--- src/rtl/core/cds_pkg.sv ---
package cds_pkg;

    localparam int OFFSET_BITS = 21;

    localparam int YEAR_W  = 14;
    localparam int MONTH_W = 4;
    localparam int DAY_W   = 5;
    localparam int STAT_W  = 2;

    // tdata packing: year, month, day, then the signed offset on the input side
    localparam int DATE_W     = YEAR_W + MONTH_W + DAY_W;
    localparam int S_DATA_W   = ((DATE_W + OFFSET_BITS + 7) / 8) * 8;
    localparam int M_DATA_W   = ((DATE_W + 7) / 8) * 8;
    localparam int YEAR_LO    = 0;
    localparam int MONTH_LO   = YEAR_W;
    localparam int DAY_LO     = YEAR_W + MONTH_W;
    localparam int OFFSET_LO  = DATE_W;

    // working day count: offset plus up to one year of days, with sign
    localparam int ACC_W = ((OFFSET_BITS > 10) ? OFFSET_BITS : 10) + 2;

    localparam logic [YEAR_W-1:0]  MAX_YEAR    = 14'd9999;
    localparam logic [YEAR_W-1:0]  RESET_YEAR  = 14'd2020;
    localparam logic [MONTH_W-1:0] RESET_MONTH = 4'd2;
    localparam logic [DAY_W-1:0]   RESET_DAY   = 5'd2;
    localparam logic [MONTH_W-1:0] LAST_MONTH  = 4'd12;

    localparam logic CMD_LOAD  = 1'b0;
    localparam logic CMD_SHIFT = 1'b1;

    localparam logic [STAT_W-1:0] STATUS_OK      = 2'd0;
    localparam logic [STAT_W-1:0] STATUS_INVALID = 2'd1;
    localparam logic [STAT_W-1:0] STATUS_RANGE   = 2'd2;

    localparam logic [DAY_W-1:0] BASE_LEN [12] = '{
        5'd31, 5'd28, 5'd31, 5'd30, 5'd31, 5'd30,
        5'd31, 5'd31, 5'd30, 5'd31, 5'd30, 5'd31
    };

    // multiplicative inverse of 25 modulo 2**14, and the divisibility bound
    localparam logic [YEAR_W-1:0] INV25     = 14'd7209;
    localparam logic [YEAR_W-1:0] DIV25_MAX = 14'd655;

    localparam logic [8:0] DAYS_YEAR = 9'd365;
    localparam logic [8:0] DAYS_LEAP = 9'd366;

    typedef struct packed {
        logic capture;
        logic init_shift;
        logic doy_add;
        logic year_dec;
        logic year_add;
        logic year_inc;
        logic month_start;
        logic month_sub;
        logic set_err;
        logic finish;
    } cds_cmd_t;

    typedef struct packed {
        logic cmd_shift;
        logic wm_lt_cur;
        logic neg;
        logic ge_ylen;
        logic ge_mlen;
        logic wy_min;
        logic wy_max;
        logic out_free;
    } cds_stat_t;

    // leap: divisible by 4 and not by 100, or by 400 (100 = 4*25, 400 = 16*25)
    function automatic logic is_leap(input logic [YEAR_W-1:0] y);
        logic [2*YEAR_W-1:0] prod;
        logic                div25;
        prod  = y * INV25;
        div25 = (prod[YEAR_W-1:0] <= DIV25_MAX);
        return (y[1:0] == 2'b00) && (!div25 || (y[3:0] == 4'b0000));
    endfunction

    function automatic logic [DAY_W-1:0] month_len(input logic leap,
                                                   input logic [MONTH_W-1:0] m);
        logic [DAY_W-1:0] n;
        n = '0;
        if (m >= 4'd1 && m <= LAST_MONTH)
        begin
            n = BASE_LEN[4'(m - 4'd1)];
            if (m == 4'd2 && leap)
            begin
                n = n + 5'd1;
            end
        end
        return n;
    endfunction

endpackage

--- src/rtl/core/cds_datapath.sv ---
module cds_datapath (
    input  logic                         clk,
    input  logic                         rst_n,
    input  logic [cds_pkg::S_DATA_W-1:0] s_tdata,
    input  logic                         s_tuser,
    input  cds_pkg::cds_cmd_t            cmd,
    output cds_pkg::cds_stat_t           stat,
    output logic                         m_tvalid,
    input  logic                         m_tready,
    output logic [cds_pkg::M_DATA_W-1:0] m_tdata,
    output logic [cds_pkg::STAT_W-1:0]   m_tuser
);
    import cds_pkg::*;

    // current date
    logic [YEAR_W-1:0]  year_reg;
    logic [MONTH_W-1:0] month_reg;
    logic [DAY_W-1:0]   day_reg;

    // captured transaction
    logic                   cmd_reg;
    logic [YEAR_W-1:0]      ly_reg;
    logic [MONTH_W-1:0]     lm_reg;
    logic [DAY_W-1:0]       ld_reg;
    logic [OFFSET_BITS-1:0] off_reg;

    // working registers of a shift
    logic [YEAR_W-1:0]  wy_reg;
    logic [MONTH_W-1:0] wm_reg;
    logic [ACC_W-1:0]   acc_reg;
    logic               err_reg;

    // result register
    logic               out_valid_reg;
    logic [YEAR_W-1:0]  out_year_reg;
    logic [MONTH_W-1:0] out_month_reg;
    logic [DAY_W-1:0]   out_day_reg;
    logic [STAT_W-1:0]  out_stat_reg;

    logic             wy_leap;
    logic [DAY_W-1:0] mlen;
    logic [8:0]       ylen;
    logic [ACC_W-1:0] mlen_x;
    logic [ACC_W-1:0] ylen_x;
    logic [ACC_W-1:0] init_acc;
    logic             load_ok;
    logic [DAY_W-1:0] load_mlen;

    assign wy_leap = is_leap(wy_reg);
    assign mlen    = month_len(wy_leap, wm_reg);
    assign ylen    = wy_leap ? DAYS_LEAP : DAYS_YEAR;
    assign mlen_x  = {{(ACC_W-DAY_W){1'b0}}, mlen};
    assign ylen_x  = {{(ACC_W-9){1'b0}}, ylen};

    // day-of-year index starts from the day within the month, months added later
    assign init_acc = {{(ACC_W-OFFSET_BITS){off_reg[OFFSET_BITS-1]}}, off_reg}
                    + {{(ACC_W-DAY_W){1'b0}}, day_reg - 5'd1};

    assign load_mlen = month_len(is_leap(ly_reg), lm_reg);
    assign load_ok   = (ly_reg != '0) && (ly_reg <= MAX_YEAR)
                    && (lm_reg >= 4'd1) && (lm_reg <= LAST_MONTH)
                    && (ld_reg != '0) && (ld_reg <= load_mlen);

    always_comb
    begin
        stat.cmd_shift = (cmd_reg == CMD_SHIFT);
        stat.wm_lt_cur = (wm_reg < month_reg);
        stat.neg       = acc_reg[ACC_W-1];
        stat.ge_ylen   = !acc_reg[ACC_W-1] && (acc_reg >= ylen_x);
        stat.ge_mlen   = !acc_reg[ACC_W-1] && (acc_reg >= mlen_x) && (wm_reg < LAST_MONTH);
        stat.wy_min    = (wy_reg == 14'd1);
        stat.wy_max    = (wy_reg == MAX_YEAR);
        stat.out_free  = !out_valid_reg || m_tready;
    end

    always_ff @(posedge clk)
    begin
        if (cmd.capture)
        begin
            cmd_reg <= s_tuser;
            ly_reg  <= s_tdata[YEAR_LO +: YEAR_W];
            lm_reg  <= s_tdata[MONTH_LO +: MONTH_W];
            ld_reg  <= s_tdata[DAY_LO +: DAY_W];
            off_reg <= s_tdata[OFFSET_LO +: OFFSET_BITS];
        end

        if (cmd.init_shift)
        begin
            wy_reg  <= year_reg;
            wm_reg  <= 4'd1;
            acc_reg <= init_acc;
        end
        else if (cmd.doy_add)
        begin
            acc_reg <= acc_reg + mlen_x;
            wm_reg  <= wm_reg + 4'd1;
        end
        else if (cmd.year_dec)
        begin
            wy_reg <= wy_reg - 14'd1;
        end
        else if (cmd.year_add)
        begin
            acc_reg <= acc_reg + ylen_x;
        end
        else if (cmd.year_inc)
        begin
            acc_reg <= acc_reg - ylen_x;
            wy_reg  <= wy_reg + 14'd1;
        end
        else if (cmd.month_start)
        begin
            wm_reg <= 4'd1;
        end
        else if (cmd.month_sub)
        begin
            acc_reg <= acc_reg - mlen_x;
            wm_reg  <= wm_reg + 4'd1;
        end

        if (cmd.finish)
        begin
            if (cmd_reg == CMD_LOAD)
            begin
                if (load_ok)
                begin
                    out_year_reg  <= ly_reg;
                    out_month_reg <= lm_reg;
                    out_day_reg   <= ld_reg;
                    out_stat_reg  <= STATUS_OK;
                end
                else
                begin
                    out_year_reg  <= year_reg;
                    out_month_reg <= month_reg;
                    out_day_reg   <= day_reg;
                    out_stat_reg  <= STATUS_INVALID;
                end
            end
            else if (err_reg)
            begin
                out_year_reg  <= year_reg;
                out_month_reg <= month_reg;
                out_day_reg   <= day_reg;
                out_stat_reg  <= STATUS_RANGE;
            end
            else
            begin
                out_year_reg  <= wy_reg;
                out_month_reg <= wm_reg;
                out_day_reg   <= acc_reg[DAY_W-1:0] + 5'd1;
                out_stat_reg  <= STATUS_OK;
            end
        end
    end

    always_ff @(posedge clk or negedge rst_n)
    begin
        if (!rst_n)
        begin
            year_reg      <= RESET_YEAR;
            month_reg     <= RESET_MONTH;
            day_reg       <= RESET_DAY;
            err_reg       <= 1'b0;
            out_valid_reg <= 1'b0;
        end
        else
        begin
            if (cmd.init_shift)
            begin
                err_reg <= 1'b0;
            end
            else if (cmd.set_err)
            begin
                err_reg <= 1'b1;
            end

            if (cmd.finish)
            begin
                out_valid_reg <= 1'b1;
                if (cmd_reg == CMD_LOAD && load_ok)
                begin
                    year_reg  <= ly_reg;
                    month_reg <= lm_reg;
                    day_reg   <= ld_reg;
                end
                else if (cmd_reg == CMD_SHIFT && !err_reg)
                begin
                    year_reg  <= wy_reg;
                    month_reg <= wm_reg;
                    day_reg   <= acc_reg[DAY_W-1:0] + 5'd1;
                end
            end
            else if (m_tready)
            begin
                out_valid_reg <= 1'b0;
            end
        end
    end

    assign m_tvalid = out_valid_reg;
    assign m_tdata  = {{(M_DATA_W-DATE_W){1'b0}}, out_day_reg, out_month_reg, out_year_reg};
    assign m_tuser  = out_stat_reg;

endmodule

--- src/rtl/core/cds_ctrl.sv ---
module cds_ctrl (
    input  logic               clk,
    input  logic               rst_n,
    input  logic               s_tvalid,
    output logic               s_tready,
    input  cds_pkg::cds_stat_t stat,
    output cds_pkg::cds_cmd_t  cmd
);
    import cds_pkg::*;

    typedef enum logic [6:0] {
        ST_IDLE   = 7'b0000001,
        ST_INIT   = 7'b0000010,
        ST_DOY    = 7'b0000100,
        ST_YEAR   = 7'b0001000,
        ST_YBACK  = 7'b0010000,
        ST_MONTH  = 7'b0100000,
        ST_FINISH = 7'b1000000
    } cds_state_t;

    cds_state_t state_reg;
    cds_state_t state_next;

    assign s_tready = (state_reg == ST_IDLE);

    always_comb
    begin
        cmd        = '0;
        state_next = state_reg;
        unique case (state_reg)
            ST_IDLE:
            begin
                if (s_tvalid)
                begin
                    cmd.capture = 1'b1;
                    state_next  = ST_INIT;
                end
            end
            ST_INIT:
            begin
                if (stat.cmd_shift)
                begin
                    cmd.init_shift = 1'b1;
                    state_next     = ST_DOY;
                end
                else
                begin
                    state_next = ST_FINISH;
                end
            end
            // fold the months before the current one into the day count
            ST_DOY:
            begin
                if (stat.wm_lt_cur)
                begin
                    cmd.doy_add = 1'b1;
                end
                else
                begin
                    state_next = ST_YEAR;
                end
            end
            // walk whole years until the count lands inside one
            ST_YEAR:
            begin
                priority if (stat.neg)
                begin
                    if (stat.wy_min)
                    begin
                        cmd.set_err = 1'b1;
                        state_next  = ST_FINISH;
                    end
                    else
                    begin
                        cmd.year_dec = 1'b1;
                        state_next   = ST_YBACK;
                    end
                end
                else if (stat.ge_ylen)
                begin
                    if (stat.wy_max)
                    begin
                        cmd.set_err = 1'b1;
                        state_next  = ST_FINISH;
                    end
                    else
                    begin
                        cmd.year_inc = 1'b1;
                    end
                end
                else
                begin
                    cmd.month_start = 1'b1;
                    state_next      = ST_MONTH;
                end
            end
            ST_YBACK:
            begin
                cmd.year_add = 1'b1;
                state_next   = ST_YEAR;
            end
            ST_MONTH:
            begin
                if (stat.ge_mlen)
                begin
                    cmd.month_sub = 1'b1;
                end
                else
                begin
                    state_next = ST_FINISH;
                end
            end
            ST_FINISH:
            begin
                if (stat.out_free)
                begin
                    cmd.finish = 1'b1;
                    state_next = ST_IDLE;
                end
            end
            default:
            begin
                state_next = ST_IDLE;
            end
        endcase
    end

    always_ff @(posedge clk or negedge rst_n)
    begin
        if (!rst_n)
        begin
            state_reg <= ST_IDLE;
        end
        else
        begin
            state_reg <= state_next;
        end
    end

endmodule

--- src/rtl/core/calendar_date_shift.sv ---
// Gregorian date register with load and day shift.
// Input stream (s_*): s_tuser is the command (0 load, 1 shift); s_tdata carries
// load_year, load_month, load_day and the signed day_offset. Each transaction
// gives exactly one result on the output stream (m_*): the current date after
// the step in m_tdata and a status in m_tuser (0 ok, 1 invalid load date,
// 2 year out of range; on a nonzero status the date is left as it was).
// A load passes from the init state to the finish state, which registers the
// result and raises m_tvalid; the block takes its next item only when it is
// back in the idle state. A shift then folds in the months before the current
// one, walks the years crossed and subtracts the months into the target year;
// the year walk in the controller moves one year per cycle forward, and each
// year backward goes through the extra state ST_YBACK.
// One transaction is in work at a time; s_tready is high whenever the block
// is idle, even while a result still waits in the output register.
// If m_tready is held low, a finished result waits until the output register
// is free. Reset sets the date to 2020-02-02 and empties the output register.
module calendar_date_shift (
    input  logic                         clk,
    input  logic                         rst_n,
    input  logic                         s_tvalid,
    output logic                         s_tready,
    // load_year, load_month, load_day, day_offset, zero fill
    input  logic [cds_pkg::S_DATA_W-1:0] s_tdata,
    // command
    input  logic                         s_tuser,
    output logic                         m_tvalid,
    input  logic                         m_tready,
    // out_year, out_month, out_day, zero fill
    output logic [cds_pkg::M_DATA_W-1:0] m_tdata,
    // status
    output logic [cds_pkg::STAT_W-1:0]   m_tuser
);
    import cds_pkg::*;

    cds_cmd_t  cmd;
    cds_stat_t stat;

    cds_ctrl u_ctrl (
        .clk      (clk),
        .rst_n    (rst_n),
        .s_tvalid (s_tvalid),
        .s_tready (s_tready),
        .stat     (stat),
        .cmd      (cmd)
    );

    cds_datapath u_datapath (
        .clk      (clk),
        .rst_n    (rst_n),
        .s_tdata  (s_tdata),
        .s_tuser  (s_tuser),
        .cmd      (cmd),
        .stat     (stat),
        .m_tvalid (m_tvalid),
        .m_tready (m_tready),
        .m_tdata  (m_tdata),
        .m_tuser  (m_tuser)
    );

endmodule

--- config.mk ---
export PLATFORM = sky130hd
export DESIGN_NAME = calendar_date_shift
export DESIGN_NICKNAME = d
export VERILOG_FILES = /design/src/rtl/core/cds_pkg.sv /design/src/rtl/core/cds_datapath.sv /design/src/rtl/core/cds_ctrl.sv /design/src/rtl/core/calendar_date_shift.sv
export SDC_FILE = /design/constraint.sdc
export NUM_CORES = 1
export LEC_CHECK = 0
export BUFFER_PORTS_ARGS = -buffer_cell sky130_fd_sc_hd__buf_2
export CAP_MARGIN = 20
export CORE_MARGIN = 1.5
export CORE_UTILIZATION = 40
export CTS_CLUSTER_DIAMETER = 80
export DETAILED_ROUTE_END_ITERATION = 12
export GPL_ROUTABILITY_DRIVEN = 0
export HOLD_SLACK_MARGIN = 0.06
export SYNTH_ARGS = -nofsm -noshare
export SYNTH_HDL_FRONTEND = slang
export SYNTH_HIERARCHICAL = 1
export SYNTH_SLANG_ARGS = --single-unit
--- constraint.sdc ---
create_clock -name clk -period 7.2 [get_ports clk]
set_input_delay 0 -clock clk [delete_from_list [all_inputs] [get_ports clk]]
set_output_delay 0 -clock clk [all_outputs]
set_load 0.01 [all_outputs]
-- Word level (Yosys, flattened, before mapping)
Memories as Yosys holds them, arrays and structs flattened.
Index checks and enable logic that the tools add are counted.
- bits in read-only memories: 160
- register bits: 143
- output and inout bits: 28
- word-level logic and storage cells: 200
- memories: 2
- input bits: 53
- memories (name ; words ; bits a word ; read ports ; clocked after Yosys merged registers in ; wr ports ; line ; source):
    (no name shown) ; 16 ; 5 ; 1 ; 0 ; 0 ; cds_pkg.sv:86 ; n = BASE_LEN[4'(m - 4'd1)];
    (no name shown) ; 16 ; 5 ; 1 ; 0 ; 0 ; cds_pkg.sv:86 ;
- reduce and logical (&&, ||, !) cells: 41
- add/subtract/negate cells: 14
- equal/unequal tests: 23
- bitwise gates (word level): 3
- muxes and demuxes: 83
- multipliers: 2
- order comparisons: 14
- operators by type and width (operator ; number):
    $mux W23 ; 7
    $mux W14 ; 10
    $mux W5 ; 13
    $mux W7 ; 9
    $pmux W7 S7 ; 1
    $mux W4 ; 11
    $le A14 B10 Y1 const B ; 2
    $mul A14 B13 Y14 const B ; 2
    $mux W1 ; 27
    $add A23 B5 Y23 ; 1
    $add A23 B9 Y23 ; 1
    $ge A23 B5 Y1 ; 1
    $ge A23 B9 Y1 ; 1
    $sub A23 B5 Y23 ; 1
    $sub A23 B9 Y23 ; 1
    $add A21 B6 Y22 ; 1
    $logic_and A1 B1 Y1 ; 16
    $add A5 B1 Y5 const B ; 3
    $add A14 B1 Y14 const B ; 1
    $eq A14 B1 Y1 const B ; 1
    $eq A14 B14 Y1 const B ; 1
    $le A14 B14 Y1 const B ; 1
    $reduce_bool A14 Y1 ; 1
    $sub A14 B1 Y14 const B ; 1
    other kinds (36) ; 66

-- Longest topological paths before layout
Gate-level depths: netlist of the first run.
- depth after elaboration: 20
- mapped depth: 29
- mapped depth without buffers: 28

-- By module
The synthesis of the first run kept the hierarchy.
- modules (own cells, without submodules) (module ; times used ; area an instance (um^2) ; sequential area each (um^2) ; cells an instance):
    cds_datapath ; 1 ; 11009.3 ; 3930.0 ; 1109
    cds_ctrl ; 1 ; 606.8 ; 176.4 ; 60

-- Least setup slack after synthesis of the first run
OpenSTA, ideal clock, no wires.
- path type: register to register
- from: register u_datapath.wy_reg[0]
- to: register u_datapath.acc_reg[0], enable pin
- cell stages (with the launch flop): 26
- path buffers: 1
- setup time: 380 ps
- data arrival time: 6447 ps
- period minus slack after synthesis: 6827 ps
- data required time: 6820 ps
- setup slack: 373 ps
- cell sequence: edfxtp_1 > fa_1 > ha_1 > ha_1 > inv_1 > fa_1 > fa_1 > inv_1 > ha_1 > a211o_1 > a21oi_1 > o21ai_1 > o41ai_4 > nor4_4 > a21o_1 > ha_1 > clkbuf_1 > and3_1 > o21ai_1 > nand3_1 > a31oi_1 > a221oi_1 > and4b_1 > nand2b_1 > a21oi_1 > or3_1
- RTL lines (element ; line ; source):
    start: declaration ; cds_datapath.sv:28 ; logic [YEAR_W-1:0] wy_reg;
    start signal: assignment ; cds_datapath.sv:89 ; wy_reg <= year_reg;
    start signal: assignment ; cds_datapath.sv:100 ; wy_reg <= wy_reg - 14'd1;
    start signal: assignment ; cds_datapath.sv:109 ; wy_reg <= wy_reg + 14'd1;
    end signal: assignment ; cds_datapath.sv:91 ; acc_reg <= init_acc;
    end signal: assignment ; cds_datapath.sv:95 ; acc_reg <= acc_reg + mlen_x;
    end signal: assignment ; cds_datapath.sv:104 ; acc_reg <= acc_reg + ylen_x;
    end: declaration ; cds_datapath.sv:30 ; logic [ACC_W-1:0] acc_reg;

==> metrics.txt, run 1 <==
DR iter-0 viols 526; Hold Violations, Final 0; CTS tree yes; Sink Count 143; register area share after synthesis 0.354; Synth Instances 1169; pin count of the biggest net entering global routing approximately 70; Synth Area in Simple Gates 0.161; Final nets 1499; most common cell after layout, fill and taps aside ha_1; IO Pins 81; fraction of registers with async set/reset 0.224; reg2reg start u_datapath/wy_reg[2]; Worst Hold Slack 0.205 ns; Unique masters post-synth roughly 90; reg2reg setup slack 0.31 ns; post-synthesis adder-cell area fraction 0.175; Routed WL 28300 um; Net Count, Synth 1368; first-pass GRT wire length 46300 um; CP peak stage delay 0.56 ns; Syn Area/Cell 9.94 um^2; Tightest Pin Transition 1.12 ns; Largest register FFs 23; CP Capture Type register; routed vias/inst 5.39; required time worst endpoint approximately 7.4 ns; CTS Buf Count 17; Worst Skew 0.0142 ns; CP Launch Type register; final core occ 0.480; antenna-violating nets left 0; Clk pin slew, worst setup/hold paths 0.07 ns; Max VDD drop 0.242 mV; H-Tree Depth 4; run status finished, final reports clean; HP Class input pin to asynchronous set/reset pin; dpl ws 0.178 ns; # rows 62; via count 9148; layout cells sized above 1 0.163; initial antenna violation count 0; GRT Total Usage 0.192; Max-Cap Viols 0; flops & latches, synth 143; Ant. Diodes 0; routed len/inst ~17 um; most frequent cells in the layout ha_1 (119), inv_1 (111), edfxtp_1 (107), nand2_1 (79), buf_2 (76); Mapped Area 11600 um^2; Slew headroom 0.253; setup violators final 0; CP Capture Point u_datapath/acc_reg[4]; core area between 20000 and 30000 um^2; drt drc 0; Synth Area in Compound Gates 0.169; Pre-antenna DRT Iters 5; commonest register cell after synthesis edfxtp_1; post-synthesis mux area share 0.0160; cells on worst reg2reg path 28; Slew Viols, Final 0; fmax 0.145 GHz; area growth from synthesis to layout 18.3%; largest family of logic cells by synthesized area adder cells; final worst slack 0.310 ns; Final HPWL DP ~21000 um; Clock Path Buffers 2; Yosys warning total 6; period utilization 0.957; FF-to-FF End u_datapath/acc_reg[4]; crit path max fanout 23; Post-synth EDFFs 107; Pleak 5.59 nW; root buf cell clkbuf_16; die area 30100 um^2; Tmin final 6.89 ns; later-pin clock latency in the skew report 0.44 ns; most used cell, CP ha_1; Crit-path slowest cell fa_1; number of buffers added on ports 75; Power Dens Cells ~370 nW/um^2; CP Data Arrival Time 7.07 ns; vias in the first global route between 9000 and 10000; initial core utilization 0.406; Die H 173 um; xor/xnor share of the synthesized area 0.0696; total power 5.10 mW; crit path launch u_datapath/wy_reg[2]; grt total ovfl 0; critical path type register to register; die width 173 um
critical path, delay by kind of cell (launching register included):
family                     cells  cell delay (ns)
AOI/OAI and AO/OA              6             1.03
adders and majority gates      7             2.51
buffers and inverters          6             0.77
and+or+nand+nor                8             1.78
xor gates and xnor gates       1             0.11
DFF                            1             0.42
kinds of logic (layout without fill, tap and decap cells):
kind of cell               after synthesis  after routing
AOI/OAI and AO/OA                      260            260
DFF                                    143            143
buffers and inverters                  162            306
muxes                                   18             18
adders and majority gates              146            146
and+or+nand+nor                        350            350
other                                    1              1
xor gates and xnor gates                89             89
power by group:
part / internal [mW] / total [mW] / switching (mW)
Combinational: 1.26 / 2.76 / 1.50
Sequential: 1.16 / 1.40 / 0.239
Clock: 0.551 / 0.934 / 0.383
Total: 2.98 / 5.10 / 2.12
Yosys cell counts (all sizes together) (23+ instances only):
library cell / count / area, um^2
ha: 119 / 1490
inv: 111 / 417
edfxtp: 107 / 3210
nand2: 79 / 297
nor2: 73 / 274
xnor2: 60 / 541
o21ai: 51 / 255
a21oi: 40 / 204
nand3: 34 / 170
clkbuf: 29 / 109
xor2: 28 / 245
fa: 27 / 541
and2: 25 / 156
nor3: 23 / 120
cell type report:
cell class | count | area, um^2
sequential | 143 | 4110
clock buffer | 18 | 429
multi-input combinational | 864 | 6950
fill | 2657 | 14900
timing repair buffer | 163 | 1180
tap | 384 | 480
inverter | 111 | 417
clock inverter | 14 | 180
through the flow:
| step | setup TNS (ns) | instances | area, um^2 |
|---|---|---|---|
| after floorplan | 0 | 1169 | 11600 |
| after global placement | 0 | 1610 | 12500 |
| after detailed placement | 0 | 1610 | 12500 |
| after CTS | 0 | 1690 | 13600 |
| after global routing | -0.115 | 1697 | 13700 |
| final | 0 | 1697 | 13700 |
worst min-delay path by stage:
stage,startpoint,to,slack [ns],cells past startpoint
finish,rst_n,u_datapath/month_reg[3],0.20,2
global route,s_tdata[42],u_datapath/off_reg[19],0.25,2
CTS,rst_n,u_datapath/month_reg[3],0.21,2
detailed placement,rst_n,u_datapath/year_reg[12],0.13,1
global placement,rst_n,u_datapath/year_reg[12],0.13,1
floorplan,rst_n,u_ctrl/state_reg[1],-0.30,0
metal layers:
layer,GRT usage,part of all wire,vias up
met1,0.244,0.45,4404
met4,0.0569,0.014,0
met3,0.0298,0.032,32
met2,0.336,0.50,208
li1,-,-,4504
met5,0,0,-
timing repair:
item / in CTS / in global routing
hold endpoints to repair: 72 / 0
endpoints found under the setup margin: 0 / 44
gates resized for setup: 0 / 19
buffers inserted: 0 / 5
hold buffers: 48 / 0
Note: power is estimated with default switching activity, not from simulation.
==> run 2: changes to the inputs <==
- CORE_ASPECT_RATIO: unset -> 1.75
==> metrics.txt, run 2 (synthesis gave the netlist of run 1 again) <==
run status finished, final reports clean; period utilization 0.960 (+0.00267); Clock Path Buffers 2 (unchanged); critical path type register to register; kind of cell adding the most delay to the critical path adder cells; initial core utilization 0.406 (unchanged); later-pin clock latency in the skew report 0.43 ns (about the same); Die H 228 um (+32%); die width 132 um (-24%); Fillers 2660 (+0.11%); fmax 0.145 GHz (-0.28%); drt drc 0 (unchanged); antenna-violating nets left 0 (unchanged); most frequent cells in the layout ha_1 (118), inv_1 (111), edfxtp_1 (107), nand2_1 (79), buf_2 (75); HP Class input pin to asynchronous set/reset pin; dpl cells 1611 (+0.062%); Hold Violations, Final 0 (unchanged); routed len/inst 17.9 um (+7.6%); CTS tree yes; unrepaired setup endpoints after global routing false; Pre-antenna DRT Iters 5 (unchanged); H-Tree Depth 4 (unchanged); via count 9367 (+2.4%); Power Dens Cells 375 nW/um^2 (+1.0%); Final TNS setup 0 ns (unchanged); crit path max fanout 23 (unchanged); die area 30100 um^2 (+0.14%); Final HPWL DP 23200 um (+11%); Ant. Diodes 0 (unchanged); Post-Layout Cell Count 1697 (unchanged); CP peak stage delay 0.54 ns (-0.02 ns); final core occ 0.481 (+0.00135); DR iter-0 viols 450 (-14%); Clk pin slew, worst setup/hold paths 0.06 ns (about the same); IO Pins 81 (unchanged); Tmin final 6.91 ns (+0.0192 ns); CTS Buf Count 17 (unchanged); Routed WL 30400 um (+7.6%); most common cell after layout, fill and taps aside ha_1; area growth from synthesis to layout 18.6%; CP Capture Type register; Tightest Pin Transition 0.999 ns (-0.117 ns); Final nets 1505 (+0.40%); routed vias/inst 5.52 (+2.4%); CP Buf/Inv Count 6 (unchanged); grt total ovfl 0 (unchanged); GRT Total Usage 0.205 (+0.0129); setup violators final 0 (unchanged); Crit-path slowest cell fa_1; first-pass GRT wire length 48700 um (+5.2%); required time worst endpoint 7.37 ns (about the same); Sink Count 143 (unchanged); Worst Skew 0.0149 ns (+0.000647 ns); CP Launch Type register; vias in the first global route 9535 (+4.7%); initial antenna violation count 0 (unchanged); Slew Viols, Final 0 (unchanged); layout cells sized above 1 0.163 (about the same); CP Data Arrival Time 7.08 ns (about the same); root buf cell clkbuf_16; reg2reg setup slack 0.29 ns (-0.02 ns); # rows 82 (+32%); Max VDD drop 0.374 mV (+55%); Pleak 5.62 nW (+0.55%); Max-Cap Viols 0 (unchanged); Largest register FFs 23 (unchanged); core area 28600 um^2 (unchanged); pin count of the biggest net entering global routing 43 (-39%); number of buffers added on ports 75 (unchanged); Slew headroom 0.333 (+0.0805)
[run 2: cell types whose count changed in the layout (fill, tap and decap cells not counted), sizes merged]
cell / before / now
clkinv: 4 / 5
clkinvlp: 2 / 1
inv: 116 / 114
buf: 115 / 121
bufinv: 3 / 4
clkbuf: 18 / 19
[run 2: layout make-up]
type / count / area, um^2 / area share
clock buffer: 19 / 433 / 0.0314
clock inverter: 13 / 185 / 0.0134
inverter: 111 / 417 / 0.0302
multi-input combinational: 864 / 6930 / 0.503
sequential: 143 / 4110 / 0.298
tap: 378 / 473 / 0.0343
timing repair buffer: 169 / 1230 / 0.0895
[run 2: worst register-to-register path, delay by kind of cell, from the launching register on]
kind,cells,cell delay [ns]
buffers and inverters,6,0.77
adder cells (fa/ha/maj),7,2.46
AO/OA/AOI/OAI,6,1.09
flip-flops,1,0.42
XOR/XNOR,1,0.11
AND/OR/NAND/NOR,8,1.81
[run 2: per-stage QoR]
stage	worst slack, ns	power [mW]	hold slack [ns]	area [um^2]
2_1_floorplan	0.373	3.49	-0.296	11600
3_3_place_gp	0.304	4.14	0.145	12600
3_5_place_dp	0.182	4.21	0.137	12600
4_1_cts	0.184	5.20	0.223	13700
5_1_grt	0.00138	5.61	0.254	13800
6_report	0.291	5.16	0.218	13800
[run 2: timing repair]
action,in CTS,in global routing
endpoints found under the hold margin,71,0
gates resized for setup,0,14
setup buffers,0,6
endpoints found under the setup margin,0,33
hold buffers,48,0
[run 2: worst paths after layout]
path,startpoint,endpoint,cells after the start
min reg2reg,u_datapath/year_reg[5],u_datapath/year_reg[5],1
max in group asynchronous,rst_n,u_datapath/year_reg[3],2
max,u_datapath/wy_reg[0],u_datapath/acc_reg[1],28
min in group clk,s_tdata[31],u_datapath/off_reg[8],2
min,rst_n,u_datapath/year_reg[12],2
max reg2reg,u_datapath/wy_reg[0],u_datapath/acc_reg[1],28
[run 2: report_power, final]
| group | switching (mW) | leakage [nW] | internal (mW) |
|---|---|---|---|
| logic | 1.55 | 3.91 | 1.27 |
| clock network | 0.356 | 0.300 | 0.581 |
| registers | 0.240 | 1.40 | 1.16 |
[run 2: routing by layer]
metal	wire length (um)	global-route usage
met1	11100	0.205
met2	17000	0.402
met3	925	0.0279
met4	1470	0.109
met5	0	0
==> run 3: changes to the inputs <==
- clock period: 7.2 -> 8.45 ns (I/O delays scaled with it)
==> metrics.txt, run 3 (synthesis gave the netlist of run 1 again) <==
Tmin final 7.60 ns (+0.691 ns); Max-Cap Viols 0 (unchanged); CP Launch Type register; core area 28600 um^2 (unchanged); Die H 228 um (unchanged); CTS Buf Count 17 (unchanged); CP Buf/Inv Count 2 (-4); CP peak stage delay 0.65 ns (+0.11 ns); most frequent cells in the layout ha_1 (119), inv_1 (111), edfxtp_1 (107), nand2_1 (79), buf_2 (75); Clock Path Buffers 2 (unchanged); setup violators final 0 (unchanged); root buf cell clkbuf_16; Crit-path slowest cell o41ai_4; Final nets 1478 (-1.8%); Slew Viols, Final 0 (unchanged); CP Data Arrival Time 7.77 ns (+0.69 ns); Tightest Pin Transition 0.999 ns (+0.000587 ns); Sink Count 143 (unchanged); GRT Total Usage 0.202 (-0.00326); DR iter-0 viols 412 (-8.4%); die width 132 um (unchanged); pin count of the biggest net entering global routing 57 (+33%); routed vias/inst 5.49 (-0.61%); kind of cell adding the most delay to the critical path compound AO/OA/AOI/OAI gates; grt total ovfl 0 (unchanged); Pre-antenna DRT Iters 5 (unchanged); Hold Violations, Final 0 (unchanged); Power Dens Cells 322 nW/um^2 (-14%); Slew headroom 0.332 (-0.00184); H-Tree Depth 4 (unchanged); metal2 WL 17100 um (+0.93%); Max VDD drop 0.246 mV (-34%); antenna-violating nets left 0 (unchanged); first-pass GRT wire length 48300 um (-0.86%); drt drc 0 (unchanged); Final TNS setup 0 ns (unchanged); HP Class input pin to asynchronous set/reset pin; DR top layer met4; Ant. Diodes 0 (unchanged); initial antenna violation count 0 (unchanged); Worst Hold Slack 0.222 ns (+0.00464 ns); via count 9162 (-2.2%); area growth from synthesis to layout 16.2%; Routed WL 29900 um (-1.6%); critical path type register to register; die area 30100 um^2 (unchanged); routed len/inst 17.9 um (about the same); required time worst endpoint 8.62 ns (+1.25 ns); # rows 82 (unchanged); crit path max fanout 8 (-65%); later-pin clock latency in the skew report 0.42 ns (about the same); met3 layer wire length in the routed design 676 um (-27%); number of buffers added on ports 75 (unchanged); CTS tree yes; fmax 0.132 GHz (-9.1%); vias in the first global route 9526 (-0.094%); most common cell after layout, fill and taps aside ha_1; Fillers 2677 (+0.64%); Pleak 5.45 nW (-3.0%); Worst Skew 0.00895 ns (-0.00593 ns); DRT met1 WL 10900 um (-1.2%); most used cell, CP ha_1; unrepaired setup endpoints after global routing false; CP Capture Type register; run status finished, final reports clean; period utilization 0.899 (-0.0602); Clk pin slew, worst setup/hold paths 0.06 ns (about the same); Final HPWL DP 22700 um (-1.9%); Largest register FFs 23 (unchanged); initial core utilization 0.406 (unchanged); layout cells sized above 1 0.139 (-0.0245); IO Pins 81 (unchanged)
-- run 3: worst paths after layout --
| kind | start | cells past startpoint | slack [ns] | to |
|---|---|---|---|---|
| worst max-delay path | u_datapath/wy_reg[0] | 27 | 0.85 | u_datapath/acc_reg[12] |
| worst min-delay path | rst_n | 2 | 0.22 | u_datapath/year_reg[13] |
| worst max register to register | u_datapath/wy_reg[0] | 27 | 0.85 | u_datapath/acc_reg[12] |
| worst min register to register | u_datapath/year_reg[7] | 1 | 0.57 | u_datapath/year_reg[7] |
| max in group asynchronous | rst_n | 2 | 7.69 | u_datapath/year_reg[12] |
| min in group clk | s_tdata[42] | 2 | 0.29 | u_datapath/off_reg[19] |
-- run 3: stage by stage --
step                power (mW)  instances  area (um^2)   util  setup WS (ns)
floorplan                 2.98       1169        11600      -           1.62
detailed placement        3.56       1590        12400  0.433          0.812
finish                    4.34       1670        13500  0.471          0.851
global route              4.73       1670        13500  0.471          0.240
global placement          3.50       1589        12400  0.433          0.897
CTS                       4.38       1670        13500  0.471          0.779
-- run 3: per-layer routing --
metal | GRT usage | vias up
met4 | 0.0986 | 0
li1 | - | 4467
met1 | 0.199 | 4402
met5 | 0 | -
met2 | 0.406 | 219
met3 | 0.0231 | 74
-- run 3: power by group --
group | internal (mW) | leakage, nW | switching (mW)
combinational | 1.05 | 3.76 | 1.30
sequential | 0.992 | 1.40 | 0.214
clock | 0.475 | 0.284 | 0.310
-- run 3: what timing repair did --
item | 4_1_cts | 5_1_grt
hold buffers | 48 | 0
resized for setup | 0 | 0
hold endpoints to repair | 71 | 0
setup buffers | 0 | 0
-- run 3: cell type report --
cell class | count | area (um^2) | share of cell area
multi-input cells | 864 | 6890 | 0.510
clock buffers | 20 | 447 | 0.0331
flip-flops and latches | 143 | 4110 | 0.304
inverters | 111 | 417 | 0.0309
clock inverters | 12 | 160 | 0.0119
repair buffers | 142 | 1010 | 0.0745
well taps | 378 | 473 | 0.0350
